File: src/sv/trd_pkg.sv
// Shared types and constants for the run-length TGA pixel decoder.
// No dependencies; imported by the step logic and the top level.
`default_nettype none

package trd_pkg;

  localparam logic [7:0] RunBias = 8'd127;
  localparam logic [1:0] LastByte3 = 2'd2;
  localparam logic [1:0] LastByte4 = 2'd3;
  localparam int unsigned PaddrW = 3;

  // Configuration register indexes (byte address bit 2).
  typedef enum logic {
    REG_FOUR_BYTE   = 1'b0,
    REG_PIXEL_TOTAL = 1'b1
  } reg_idx_e;

  typedef enum logic {
    PH_HEADER = 1'b0,
    PH_PIXEL  = 1'b1
  } phase_e;

  typedef struct packed {
    phase_e          phase;
    logic            is_run;
    logic [7:0]      left;
    logic [1:0]      bip;
    logic [2:0][7:0] px;
    logic [31:0]     idx;
  } dec_state_t;

  typedef struct packed {
    logic [7:0]  red;
    logic [7:0]  green;
    logic [7:0]  blue;
    logic [7:0]  alpha;
    logic [7:0]  repeat_count;
    logic [31:0] first_index;
    logic        clipped;
    logic        frame_done;
  } run_item_t;

endpackage

`default_nettype wire

File: src/sv/trd_if.sv
// Valid/ready channel interfaces for the decoder input bytes and run items.
// Depends on nothing.
`default_nettype none

interface trd_in_if;
  logic       valid;
  logic       ready;
  logic [7:0] data_byte;
  logic       frame_start;
  modport source (output valid, data_byte, frame_start, input ready);
  modport sink (input valid, data_byte, frame_start, output ready);
endinterface

interface trd_out_if;
  logic        valid;
  logic        ready;
  logic [7:0]  red;
  logic [7:0]  green;
  logic [7:0]  blue;
  logic [7:0]  alpha;
  logic [7:0]  repeat_count;
  logic [31:0] first_index;
  logic        clipped;
  logic        frame_done;
  modport source (output valid, red, green, blue, alpha, repeat_count, first_index,
                  clipped, frame_done, input ready);
  modport sink (input valid, red, green, blue, alpha, repeat_count, first_index,
                clipped, frame_done, output ready);
endinterface

`default_nettype wire

File: src/sv/trd_step.sv
// Single-byte decode step: next decoder state and the optional run item.
// Depends on trd_pkg.
`default_nettype none

module trd_step
  import trd_pkg::*;
(
  input  dec_state_t  state_i,
  input  logic [7:0]  data_byte_i,
  input  logic        frame_start_i,
  input  logic        four_byte_i,
  input  logic [31:0] pixel_total_i,
  output dec_state_t  state_o,
  output run_item_t   item_o,
  output logic        item_valid_o
);

  dec_state_t      cur;
  logic [32:0]     diff;
  logic [31:0]     remaining;
  logic            frame_full;
  logic [1:0]      last_byte;
  logic            pix_done;
  logic [7:0]      count_raw;
  logic            rem_small;
  logic            clip;
  logic [7:0]      count;
  logic [2:0][7:0] px_new;

  // Derived values shared by both blocks below.
  always_comb begin
    cur = state_i;
    if (frame_start_i) begin
      cur = '0;
    end
    diff       = {1'b0, pixel_total_i} - {1'b0, cur.idx};
    remaining  = diff[31:0];
    frame_full = diff[32] || (remaining == 32'd0);
    last_byte  = four_byte_i ? LastByte4 : LastByte3;
    pix_done   = !frame_full && (cur.phase == PH_PIXEL) && !(cur.bip < last_byte);
    count_raw  = cur.is_run ? cur.left : 8'd1;
    rem_small  = (remaining[31:8] == 24'd0);
    clip       = rem_small && (count_raw > remaining[7:0]);
    count      = clip ? remaining[7:0] : count_raw;
    px_new     = cur.px;
    case (cur.bip)
      2'd0: px_new[0] = data_byte_i;
      2'd1: px_new[1] = data_byte_i;
      2'd2: px_new[2] = data_byte_i;
      default: px_new = cur.px;
    endcase
  end

  // Next state.
  always_comb begin
    state_o = cur;
    if (!frame_full) begin
      case (cur.phase)
        PH_HEADER: begin
          if (data_byte_i <= RunBias) begin
            state_o.is_run = 1'b0;
            state_o.left   = data_byte_i + 8'd1;
          end else begin
            state_o.is_run = 1'b1;
            state_o.left   = data_byte_i - RunBias;
          end
          state_o.bip   = 2'd0;
          state_o.phase = PH_PIXEL;
        end
        PH_PIXEL: begin
          state_o.px = px_new;
          if (!pix_done) begin
            state_o.bip = cur.bip + 2'd1;
          end else begin
            state_o.bip = 2'd0;
            state_o.idx = cur.idx + {24'd0, count};
            if (cur.is_run) begin
              state_o.left  = 8'd0;
              state_o.phase = PH_HEADER;
            end else begin
              state_o.left = cur.left - 8'd1;
              if (cur.left == 8'd1) begin
                state_o.phase = PH_HEADER;
              end
            end
          end
        end
        default: state_o = cur;
      endcase
    end
  end

  // Result item.
  always_comb begin
    item_valid_o        = pix_done;
    item_o.red          = px_new[2];
    item_o.green        = px_new[1];
    item_o.blue         = px_new[0];
    item_o.alpha        = (cur.bip == 2'd3) ? data_byte_i : 8'd0;
    item_o.repeat_count = count;
    item_o.first_index  = cur.idx;
    item_o.clipped      = clip;
    item_o.frame_done   = rem_small && (count == remaining[7:0]);
  end

endmodule

`default_nettype wire

File: src/sv/tga_rle_pixel_decoder_unit.sv
// Run-length TGA pixel decoder, top level: input register, decode step, result register.
// A byte is held in the input register, decoded by trd_step, and its run item loaded into the result register.
// Throughput: one byte per cycle, unless a byte that makes an item finds the result register full and not drained.
// Reset (rst_ni low, asynchronous): 24-bit pixels, pixel total 1, decoder state cleared.
// Depends on trd_pkg, trd_if (trd_in_if, trd_out_if) and trd_step.
`default_nettype none

module tga_rle_pixel_decoder_unit
  import trd_pkg::*;
(
  input  wire logic              clk_i,
  input  wire logic              rst_ni,
  trd_in_if.sink                 in_i,
  trd_out_if.source              out_o,
  input  wire logic              psel,
  input  wire logic              penable,
  input  wire logic              pwrite,
  input  wire logic [PaddrW-1:0] paddr,
  input  wire logic [31:0]       pwdata,
  output logic [31:0]            prdata,
  output logic                   pready
);

  // Configuration registers.
  logic        four_byte_q;
  logic [31:0] pixel_total_q;
  logic        cfg_write;
  reg_idx_e    cfg_idx;

  // Input register: holds one byte until the step logic consumes it.
  logic       in_valid_q, in_valid_d;
  logic [7:0] in_data_q;
  logic       in_fs_q;
  logic       in_accept;

  // Decoder state and result register.
  dec_state_t state_q, state_d;
  run_item_t  item_d, out_q;
  logic       item_valid;
  logic       out_valid_q, out_valid_d;
  logic       advance;
  logic       out_load;

  assign pready    = 1'b1;
  assign cfg_write = psel && penable && pwrite;
  assign cfg_idx   = reg_idx_e'(paddr[2]);

  always_comb begin
    case (cfg_idx)
      REG_FOUR_BYTE:   prdata = {31'd0, four_byte_q};
      REG_PIXEL_TOTAL: prdata = pixel_total_q;
      default:         prdata = 32'd0;
    endcase
  end

  always_ff @(posedge clk_i or negedge rst_ni) begin
    if (!rst_ni) begin
      four_byte_q   <= 1'b0;
      pixel_total_q <= 32'd1;
    end else if (cfg_write) begin
      case (cfg_idx)
        REG_FOUR_BYTE:   four_byte_q   <= pwdata[0];
        REG_PIXEL_TOTAL: pixel_total_q <= pwdata;
        default:         four_byte_q   <= four_byte_q;
      endcase
    end
  end

  trd_step u_step (
    .state_i       (state_q),
    .data_byte_i   (in_data_q),
    .frame_start_i (in_fs_q),
    .four_byte_i   (four_byte_q),
    .pixel_total_i (pixel_total_q),
    .state_o       (state_d),
    .item_o        (item_d),
    .item_valid_o  (item_valid)
  );

  // Advance the held byte unless it makes an item and the result register is
  // full and not being drained this cycle.
  assign advance    = in_valid_q && (!item_valid || !out_valid_q || out_o.ready);
  assign out_load   = advance && item_valid;
  assign in_i.ready = !in_valid_q || advance;
  assign in_accept  = in_i.valid && in_i.ready;

  always_comb begin
    in_valid_d = in_valid_q;
    if (in_accept) begin
      in_valid_d = 1'b1;
    end else if (advance) begin
      in_valid_d = 1'b0;
    end
    out_valid_d = out_valid_q;
    if (out_load) begin
      out_valid_d = 1'b1;
    end else if (out_o.ready) begin
      out_valid_d = 1'b0;
    end
  end

  always_ff @(posedge clk_i or negedge rst_ni) begin
    if (!rst_ni) begin
      in_valid_q  <= 1'b0;
      out_valid_q <= 1'b0;
      state_q     <= '0;
    end else begin
      in_valid_q  <= in_valid_d;
      out_valid_q <= out_valid_d;
      if (advance) begin
        state_q <= state_d;
      end
    end
  end

  // Payload registers: no reset, qualified by the valid flags.
  always_ff @(posedge clk_i) begin
    if (in_accept) begin
      in_data_q <= in_i.data_byte;
      in_fs_q   <= in_i.frame_start;
    end
    if (out_load) begin
      out_q <= item_d;
    end
  end

  assign out_o.valid        = out_valid_q;
  assign out_o.red          = out_q.red;
  assign out_o.green        = out_q.green;
  assign out_o.blue         = out_q.blue;
  assign out_o.alpha        = out_q.alpha;
  assign out_o.repeat_count = out_q.repeat_count;
  assign out_o.first_index  = out_q.first_index;
  assign out_o.clipped      = out_q.clipped;
  assign out_o.frame_done   = out_q.frame_done;

  // A clipped run always ends the image.
  assert property (@(posedge clk_i) disable iff (!rst_ni)
    out_valid_q && out_q.clipped |-> out_q.frame_done)
    else $error("clipped run without frame completion");

  // Pixel phase always has pixels left in the packet.
  assert property (@(posedge clk_i) disable iff (!rst_ni)
    state_q.phase == PH_PIXEL |-> state_q.left != 8'd0)
    else $error("pixel phase with empty packet");

  // Loading a frame-completing item leaves the pixel index at the total.
  assert property (@(posedge clk_i) disable iff (!rst_ni)
    out_load && item_d.frame_done |=> state_q.idx == pixel_total_q)
    else $error("frame done but pixel index not at total");

  // Never overwrite a result that has not been taken.
  assert property (@(posedge clk_i) disable iff (!rst_ni)
    out_load |-> !out_valid_q || out_o.ready)
    else $error("result register overwritten");

endmodule

`default_nettype wire

File: src/flat_wrapper.sv
// flat-port wrapper written by rule: the top's interface ports become plain ports
module tga_rle_pixel_decoder_unit_flat import trd_pkg::*;
  (clk_i, rst_ni, psel, penable, pwrite, paddr, pwdata, prdata, pready, in_i_valid, in_i_data_byte, in_i_frame_start, in_i_ready, out_o_valid, out_o_red, out_o_green, out_o_blue, out_o_alpha, out_o_repeat_count, out_o_first_index, out_o_clipped, out_o_frame_done, out_o_ready);
  trd_in_if in_i_i ();
  trd_out_if out_o_i ();
  input  wire logic clk_i;
  input  wire logic rst_ni;
  input  wire logic psel;
  input  wire logic penable;
  input  wire logic pwrite;
  input  wire logic [PaddrW-1:0] paddr;
  input  wire logic [31:0] pwdata;
  output logic [31:0] prdata;
  output logic pready;
  input wire logic [$bits(in_i_i.valid)-1:0] in_i_valid;
  input wire logic [$bits(in_i_i.data_byte)-1:0] in_i_data_byte;
  input wire logic [$bits(in_i_i.frame_start)-1:0] in_i_frame_start;
  output wire logic [$bits(in_i_i.ready)-1:0] in_i_ready;
  output wire logic [$bits(out_o_i.valid)-1:0] out_o_valid;
  output wire logic [$bits(out_o_i.red)-1:0] out_o_red;
  output wire logic [$bits(out_o_i.green)-1:0] out_o_green;
  output wire logic [$bits(out_o_i.blue)-1:0] out_o_blue;
  output wire logic [$bits(out_o_i.alpha)-1:0] out_o_alpha;
  output wire logic [$bits(out_o_i.repeat_count)-1:0] out_o_repeat_count;
  output wire logic [$bits(out_o_i.first_index)-1:0] out_o_first_index;
  output wire logic [$bits(out_o_i.clipped)-1:0] out_o_clipped;
  output wire logic [$bits(out_o_i.frame_done)-1:0] out_o_frame_done;
  input wire logic [$bits(out_o_i.ready)-1:0] out_o_ready;
  assign in_i_i.valid = in_i_valid;
  assign in_i_i.data_byte = in_i_data_byte;
  assign in_i_i.frame_start = in_i_frame_start;
  assign in_i_ready = in_i_i.ready;
  assign out_o_valid = out_o_i.valid;
  assign out_o_red = out_o_i.red;
  assign out_o_green = out_o_i.green;
  assign out_o_blue = out_o_i.blue;
  assign out_o_alpha = out_o_i.alpha;
  assign out_o_repeat_count = out_o_i.repeat_count;
  assign out_o_first_index = out_o_i.first_index;
  assign out_o_clipped = out_o_i.clipped;
  assign out_o_frame_done = out_o_i.frame_done;
  assign out_o_i.ready = out_o_ready;
  tga_rle_pixel_decoder_unit u_core (.clk_i(clk_i), .rst_ni(rst_ni), .in_i(in_i_i), .out_o(out_o_i), .psel(psel), .penable(penable), .pwrite(pwrite), .paddr(paddr), .pwdata(pwdata), .prdata(prdata), .pready(pready));
endmodule
File: config.mk
export PLATFORM = sky130hd
export DESIGN_NAME = tga_rle_pixel_decoder_unit_flat
export DESIGN_NICKNAME = d
export VERILOG_FILES = /design/src/sv/trd_pkg.sv /design/src/sv/trd_if.sv /design/src/sv/trd_step.sv /design/src/sv/tga_rle_pixel_decoder_unit.sv /design/src/flat_wrapper.sv
export SDC_FILE = /design/constraint.sdc
export NUM_CORES = 1
export LEC_CHECK = 0
export ABC_AREA = 1
export BUFFER_PORTS_ARGS = -buffer_cell sky130_fd_sc_hd__buf_2
export CAP_MARGIN = 10
export CELL_PAD_IN_SITES_DETAIL_PLACEMENT = 1
export CELL_PAD_IN_SITES_GLOBAL_PLACEMENT = 1
export CORE_MARGIN = 2
export CORE_UTILIZATION = 39
export CTS_CLUSTER_SIZE = 40
export DETAILED_ROUTE_END_ITERATION = 10
export PLACE_DENSITY_LB_ADDON = 0.1
export SLEW_MARGIN = 15
export SYNTH_ARGS = -nofsm -noshare
export SYNTH_HDL_FRONTEND = slang
export SYNTH_SLANG_ARGS = --single-unit
File: constraint.sdc
create_clock -name clk_i -period 7.3 [get_ports clk_i]
set_clock_uncertainty 0.15 [all_clocks]
set_input_delay 1.095 -clock clk_i [delete_from_list [all_inputs] [get_ports clk_i]]
set_output_delay 1.095 -clock clk_i [all_outputs]
set_load 0.01 [all_outputs]
==> results.toml, run 1 <==
[timing]
max_freq_mhz = 155
fin_crit_sh_pct = 88.5
setup_viol = 0
fin_ws_ns = 0.838
finalSetupTns_ns = 0
relSlewSlack_pct = 22.7
final_hold_viol_count = 0
holdWs_ns = 0.336
tightest_slew_ns = 1.16
final-max-slew-violation-count = 0
period_needed_ns = 6.46
setup_repair_after_global_routing_missed_its_margin = "false"

[grt]
grt_max_degree = 59
grt_pass1_wl_mm = 67.8
grt-ovfl-total = 0
first_global_vias = 12810
grt_usage_pct = 24.7
antenna_found_initial = 0

[critical_path]
number_of_cells_on_the_critical_path = 34
register_to_register_path_depth = 34
worst_setup_path_end_kind = "flop"
worstPathMaxFanout = 29
peak_per_stage_delay_on_the_critical_path_ns = 0.45
critical_path_s_slowest_cell = "fa_1"
setup.worst_path.class = "flop to flop"
arrival_time_reported_for_the_critical_path_endpoint_ns = 6.66
critPathBufInv = 7
path_delay_family = "simple AND/OR/NAND/NOR gates"
ff2ff_setup_slack_ns = 0.84
timing.rr.start = "u_core.in_fs_q"
worst_r2r_endpoint = "u_core.state_q[30]"
cp_common_cell = "nand2_1"
worstPathRequired_ns = 7.49
cp-endpoint = "u_core.state_q[30]"
worst_setup_path_start_kind = "flop"
timing.critical_path.from = "u_core.in_fs_q"

[power_and_ir_drop]
ir_drop_uv = 175
total_power_w = 0.00335
power_density_nw_per_um2 = 226
cellLeakagePower_nw = 7.58

[clock_network]
clock_sinks = 186
clkLatencyLatePin_ns = 0.46
clock-root-buffer = "clkbuf_16"
clock_tree.htree_level_count = 4
tritoncts.num_buffers = 17
clkSlewWorstSetupHoldPaths_ns = 0.08
cts_tree = "done"
cts.path.max_buffers = 2

[cells_and_area]
syn2layout_area_growth_pct = 14.5
multi_input_area_um2 = 6400
antennaDiodeCount = 0
largest_register = "u_core.state_q"
nFillCells = 4248
num-nets-final = 2094
seq_area_um2 = 5070
design_area_um2 = 14800
largest_register_ffs = 68
drive_above_1_share_pct = 13.7

[detailed_routing]
avgViaCountPerCell = 4.99
via_count = 12176
iter_0_drt_violations = 696
drt-pass1-iter-count = 5
drt_wl_total_mm = 42.1
post_drt_wl_per_cell_um = 17.2
remaining_drc_errors = 0
postRouteAntennaNets = 0

[floorplan]
core_area_um2 = 32600
die-area_um2 = 34700
floorplan.initialDensity_pct = 39.8
die-width_um = 186
floorplan.io_pins = 160
fp-row-count = 66
die_height_um = 186

[synth]
synth.yosys.seq_area_share_pct = 39.1
postSynthCellCount = 1835
synth_cell_type_count = 50
postSynthNetCount = 1946
synthTopCellsByArea = "dfrtp_1 20%, edfxtp_1 19%, nand2_1 17%, inv_1 9.4%, ha_1 5.6%"
synth.avg_cell_area_um2 = 7.07
yosys_register_bits = 186
synth.top_cell.area_share_pct = 19.7
synth_enable_flop_cells = 83
yosys_warnings = 0
post_synth_instance_area_um2 = 13000
synthDominantAreaCellType = "dfrtp_1"
share_of_flip_flops_with_an_asynchronous_set_or_reset_after_synthesis_pct = 55.4
postSynth.topFlopCell = "dfrtp_1"

[place]
buffer_ports.inserted = 156
dp_slack_ns = 0.502
gp_congestion = 0.893
placed_cell_area_um2 = 14200
detailed_place_hpwl_mm = 32.6

[min_path]
worstHoldPathCells = 2
worstHoldPathType = "flop to flop"

[run]
max_cap_viol_count = 0

[run_status]
status = "complete, no violations"
==> routing by layer <==
metal  vias to the layer above  track usage [%]  wire (um)
li1                       6040                -          -
met4                         0             7.20        907
met5                         -                0          0
met2                       196             46.0      21700
met3                        46             3.61       1340
met1                      5894             29.3      18100
==> tightest hold or removal path, delay by kind of cell (launching register included) <==
family           cells  cell delay [ns]
DFF                  1             0.35
and+or+nand+nor      2             0.11
==> what timing repair did <==
item                                    in CTS  in global routing
setup buffers                                0                  3
resized for setup                            0                  2
hold buffers                                 0                  0
endpoints found under the setup margin       0                  4
==> Yosys cell counts, drive strengths merged (2+ instances only) <==
master / n
nand2: 596
inv: 332
nor2: 181
o21ai: 124
nand3: 106
dfrtp: 102
edfxtp: 83
ha: 58
xor2: 38
a21oi: 35
mux2: 30
clkbuf: 29
buf: 23
nand4: 21
nor3: 17
o22ai: 12
and2: 7
xnor2: 7
a31oi: 5
o21bai: 4
and3: 3
nor4: 3
a21o: 2
fa: 2
nand3b: 2
o31ai: 2
or2: 2
==> per-stage QoR <==
| stage | utilization, % | std cells |
|---|---|---|
| CTS | 45.4 | 2435 |
| finish | 45.5 | 2438 |
| global placement | 43.7 | 2403 |
| global route | 45.5 | 2438 |
| detailed placement | 43.7 | 2403 |
| floorplan | - | 1835 |
==> cells by family (layout without fill, tap and decap cells) <==
group | count (synthesis) | count (layout) | synth area share (%)
muxes | 30 | 30 | 2.60
other | 1 | 1 | 0.0289
adders and majority gates | 60 | 60 | 5.90
DFF | 186 | 186 | 39.1
and+or+nand+nor | 938 | 938 | 29.8
buffers and inverters | 385 | 546 | 11.7
xor gates and xnor gates | 45 | 45 | 3.10
AOI/OAI and AO/OA | 190 | 190 | 7.81
==> report_power, final <==
group          leakage [nW]  total [W]  switching, W  internal, W
Sequential             2.06    0.00124     0.0000700      0.00117
Clock                 0.288   0.000959      0.000469     0.000491
Combinational          5.23    0.00116      0.000772     0.000386
Total                  7.58    0.00335       0.00131      0.00204
==> worst min-delay path by stage <==
stage | from | end | slack [ns]
5_1_grt | u_core.state_q[34] | u_core.state_q[34] | 0.35
3_5_place_dp | u_core.state_q[51] | u_core.state_q[51] | 0.32
4_1_cts | u_core.state_q[51] | u_core.state_q[51] | 0.34
6_report | u_core.state_q[51] | u_core.state_q[51] | 0.34
3_3_place_gp | u_core.state_q[33] | u_core.state_q[33] | 0.31
2_1_floorplan | u_core.state_q[11] | u_core.state_q[11] | 0.30
==> final cells by class <==
class / count / share of cell area [%]
multi-input cells: 1264 / 43.1
inverters: 333 / 8.42
clock buffers: 19 / 2.98
repair buffers: 181 / 6.71
clock inverters: 13 / 0.910
flip-flops and latches: 186 / 34.2
well taps: 442 / 3.72
==> placed cells by master (no fill, tap or decap), drive strengths merged, types with 3 or more instances in the layout <==
master,n
mux2,30
and2,7
clkbuf,19
nor4,3
a31oi,5
ha,58
buf,181
clkinv,7
inv,338
nor2,181
a21oi,35
xnor2,7
nand2,596
nor3,17
nand4,21
o21bai,4
o21ai,124
xor2,38
and3,3
nand3,106
dfrtp,102
edfxtp,83
o22ai,12
(Power assumes the default switching activity.)
==> inputs of run 2 (changes only) <==
--- a/config.mk
+++ b/config.mk
@@ -11,9 +11,10 @@
 export CELL_PAD_IN_SITES_DETAIL_PLACEMENT = 1
 export CELL_PAD_IN_SITES_GLOBAL_PLACEMENT = 1
 export CORE_MARGIN = 2
-export CORE_UTILIZATION = 39
+export CORE_UTILIZATION = 41
 export CTS_CLUSTER_SIZE = 40
 export DETAILED_ROUTE_END_ITERATION = 10
+export GPL_ROUTABILITY_DRIVEN = 1
 export PLACE_DENSITY_LB_ADDON = 0.1
 export SLEW_MARGIN = 15
 export SYNTH_ARGS = -nofsm -noshare
==> constraint.sdc (replaced) <==
create_clock -name clk_i -period 6.15 [get_ports clk_i]
set_clock_uncertainty 0.15 [all_clocks]
set_input_delay 0.9225 -clock clk_i [delete_from_list [all_inputs] [get_ports clk_i]]
set_output_delay 0.9225 -clock clk_i [all_outputs]
set_load 0.01 [all_outputs]
==> run 2 against run 1 <==
Maximum frequency rose by 11%. Global-route usage rose by 1.3 points. Non-clock buffer count rose by 33. Register-to-register slack got worse by 0.52 ns. Critical path depth fell by 5. Via count rose by 1.3%. Combinational power rose by 23%. Sequential cell count did not move. Power rose by 20%. Die area fell by 4.8%.
==> results.toml, run 2 (synthesized netlist as in run 1, its figures left out) <==
[clock_network]
clock_tree.htree_level_count = 4
cts_hold_buffers = 0
cts.path.max_buffers = 2
clkSlewWorstSetupHoldPaths_ns = 0.07
clock_sinks = 186
cts_tree = "done"
tritoncts.num_buffers = 17
clkLatencyLatePin_ns = 0.46
clock-root-buffer = "clkbuf_16"

[cells_and_area]
num-nets-final = 2127
layout_commonest_cell = "nand2_1"
largest_register_ffs = 68
largest_register = "u_core.state_q"
design_area_um2 = 15200
nFillCells = 4035
syn2layout_area_growth_pct = 17.0
drive_above_1_share_pct = 16.1
seq_area_um2 = 5070
instances_no_fill = 2431
antennaDiodeCount = 0
most-common-layout-cells = "590 x nand2_1, 325 x inv_1, 166 x nor2_1, 155 x buf_2"
finalCoreUtilization_pct = 48.4
multi_input_area_um2 = 6500

[detailed_routing]
via_count = 12332
post_drt_wl_per_cell_um = 17.4
postRouteAntennaNets = 0
avgViaCountPerCell = 5.07
remaining_drc_errors = 0
drt_wl_total_mm = 42.4
iter_0_drt_violations = 508
drt-pass1-iter-count = 4

[timing]
finalSetupTns_ns = 0
tightest_slew_ns = 0.867
final-max-slew-violation-count = 0
relSlewSlack_pct = 42.1
final_hold_viol_count = 0
fin_crit_sh_pct = 94.9
max_freq_mhz = 171
fin_ws_ns = 0.316
setup_viol = 0
period_needed_ns = 5.83

[place]
place_inst = 2398
buffer_ports.inserted = 156
placed_cell_area_um2 = 14500
gp_congestion = 0.917
dp_slack_ns = -0.0154
detailed_place_hpwl_mm = 33.2

[critical_path]
timing.critical_path.from = "u_core.in_fs_q"
timing.rr.start = "u_core.in_fs_q"
setup.worst_path.class = "flop to flop"
worstPathMaxFanout = 27
worst_setup_path_end_kind = "flop"
worst_setup_path_start_kind = "flop"
cp_common_cell = "nand2_1"
register_to_register_path_depth = 29
peak_per_stage_delay_on_the_critical_path_ns = 0.46
arrival_time_reported_for_the_critical_path_endpoint_ns = 6.06
critical_path_s_slowest_cell = "o32ai_1"
worstPathRequired_ns = 6.38

[floorplan]
core_area_um2 = 31300
die-area_um2 = 33100
floorplan.initialDensity_pct = 41.4
die_height_um = 182
die-width_um = 182
fp-row-count = 65
floorplan.io_pins = 160

[grt]
grt_pass1_wl_mm = 66.8
first_global_vias = 12816
antenna_found_initial = 0
grt-ovfl-total = 0
grt_max_degree = 58
grt_usage_pct = 26.0

[min_path]
worst_hold_startpoint = "u_core.state_q[49]"
worstHoldPathType = "flop to flop"
worstHoldPathCells = 2

[run_status]
status = "complete, no violations"

[run]
max_cap_viol_count = 0

[power_and_ir_drop]
power.share.switching_pct = 38.5
cellLeakagePower_nw = 7.76
p_int_w = 0.00248
clock_power_share_pct = 28.2
ir_drop_uv = 206
power_density_nw_per_um2 = 266
share_seq_of_total_power_pct = 36.4
p_sw_w = 0.00156
comb_power_share_pct = 35.4
[run 2: path summary, 6_finish.rpt]
kind / slack (ns) / end
max: 0.32 / u_core.state_q[19]
min: 0.34 / u_core.state_q[49]
max reg2reg: 0.32 / u_core.state_q[19]
min reg2reg: 0.34 / u_core.state_q[49]
max in group asynchronous: 4.25 / u_core.pixel_total_q[16]
min in group asynchronous: 0.36 / u_core.state_q[43]
[run 2: repair_timing]
item	in CTS	in global routing
resized for setup	1	38
gates cloned	0	0
setup buffers	0	1
setup endpoints to repair	2	23
pin swaps	0	1
[run 2: worst max-delay path, delay by kind of cell, from the launching register on]
family | cells | cell delay (ns)
AO/OA/AOI/OAI | 6 | 1.23
XOR/XNOR | 1 | 0.20
flip-flops | 1 | 0.42
buffers and inverters | 4 | 0.77
AND/OR/NAND/NOR | 16 | 2.12
adder cells (fa/ha/maj) | 2 | 0.83
[run 2: metrics by stage]
stage	power, W	hold slack, ns
floorplan	0.00244	0.299
CTS	0.00405	0.341
global placement	0.00285	0.311
finish	0.00404	0.337
detailed placement	0.00290	0.320
global route	0.00431	0.360
[run 2: area by class of cell]
cell class	count	area share, %
clock inverter	12	0.891
inverter	333	8.24
clock buffer	20	2.88
sequential	186	33.4
multi-input combinational	1264	42.8
tap	402	3.32
timing repair buffer	214	8.39
[run 2: power by group through the flow]
| stage | sequential [W] | combinational (W) | clock (W) |
|---|---|---|---|
| after floorplan | 0.00146 | 0.000985 | 0 |
| after global placement | 0.00149 | 0.00136 | 0 |
| after detailed placement | 0.00149 | 0.00141 | 0 |
| after CTS | 0.00147 | 0.00142 | 0.00116 |
| after global routing | 0.00148 | 0.00162 | 0.00121 |
| final | 0.00147 | 0.00143 | 0.00114 |
[run 2: per-layer routing]
metal,vias up,share of wire (%),GRT usage (%)
met4,0,3.1,9.35
met3,73,2.8,3.61
met1,5956,42,30.6
li1,6090,-,-
met5,-,0,0
met2,213,52,48.1
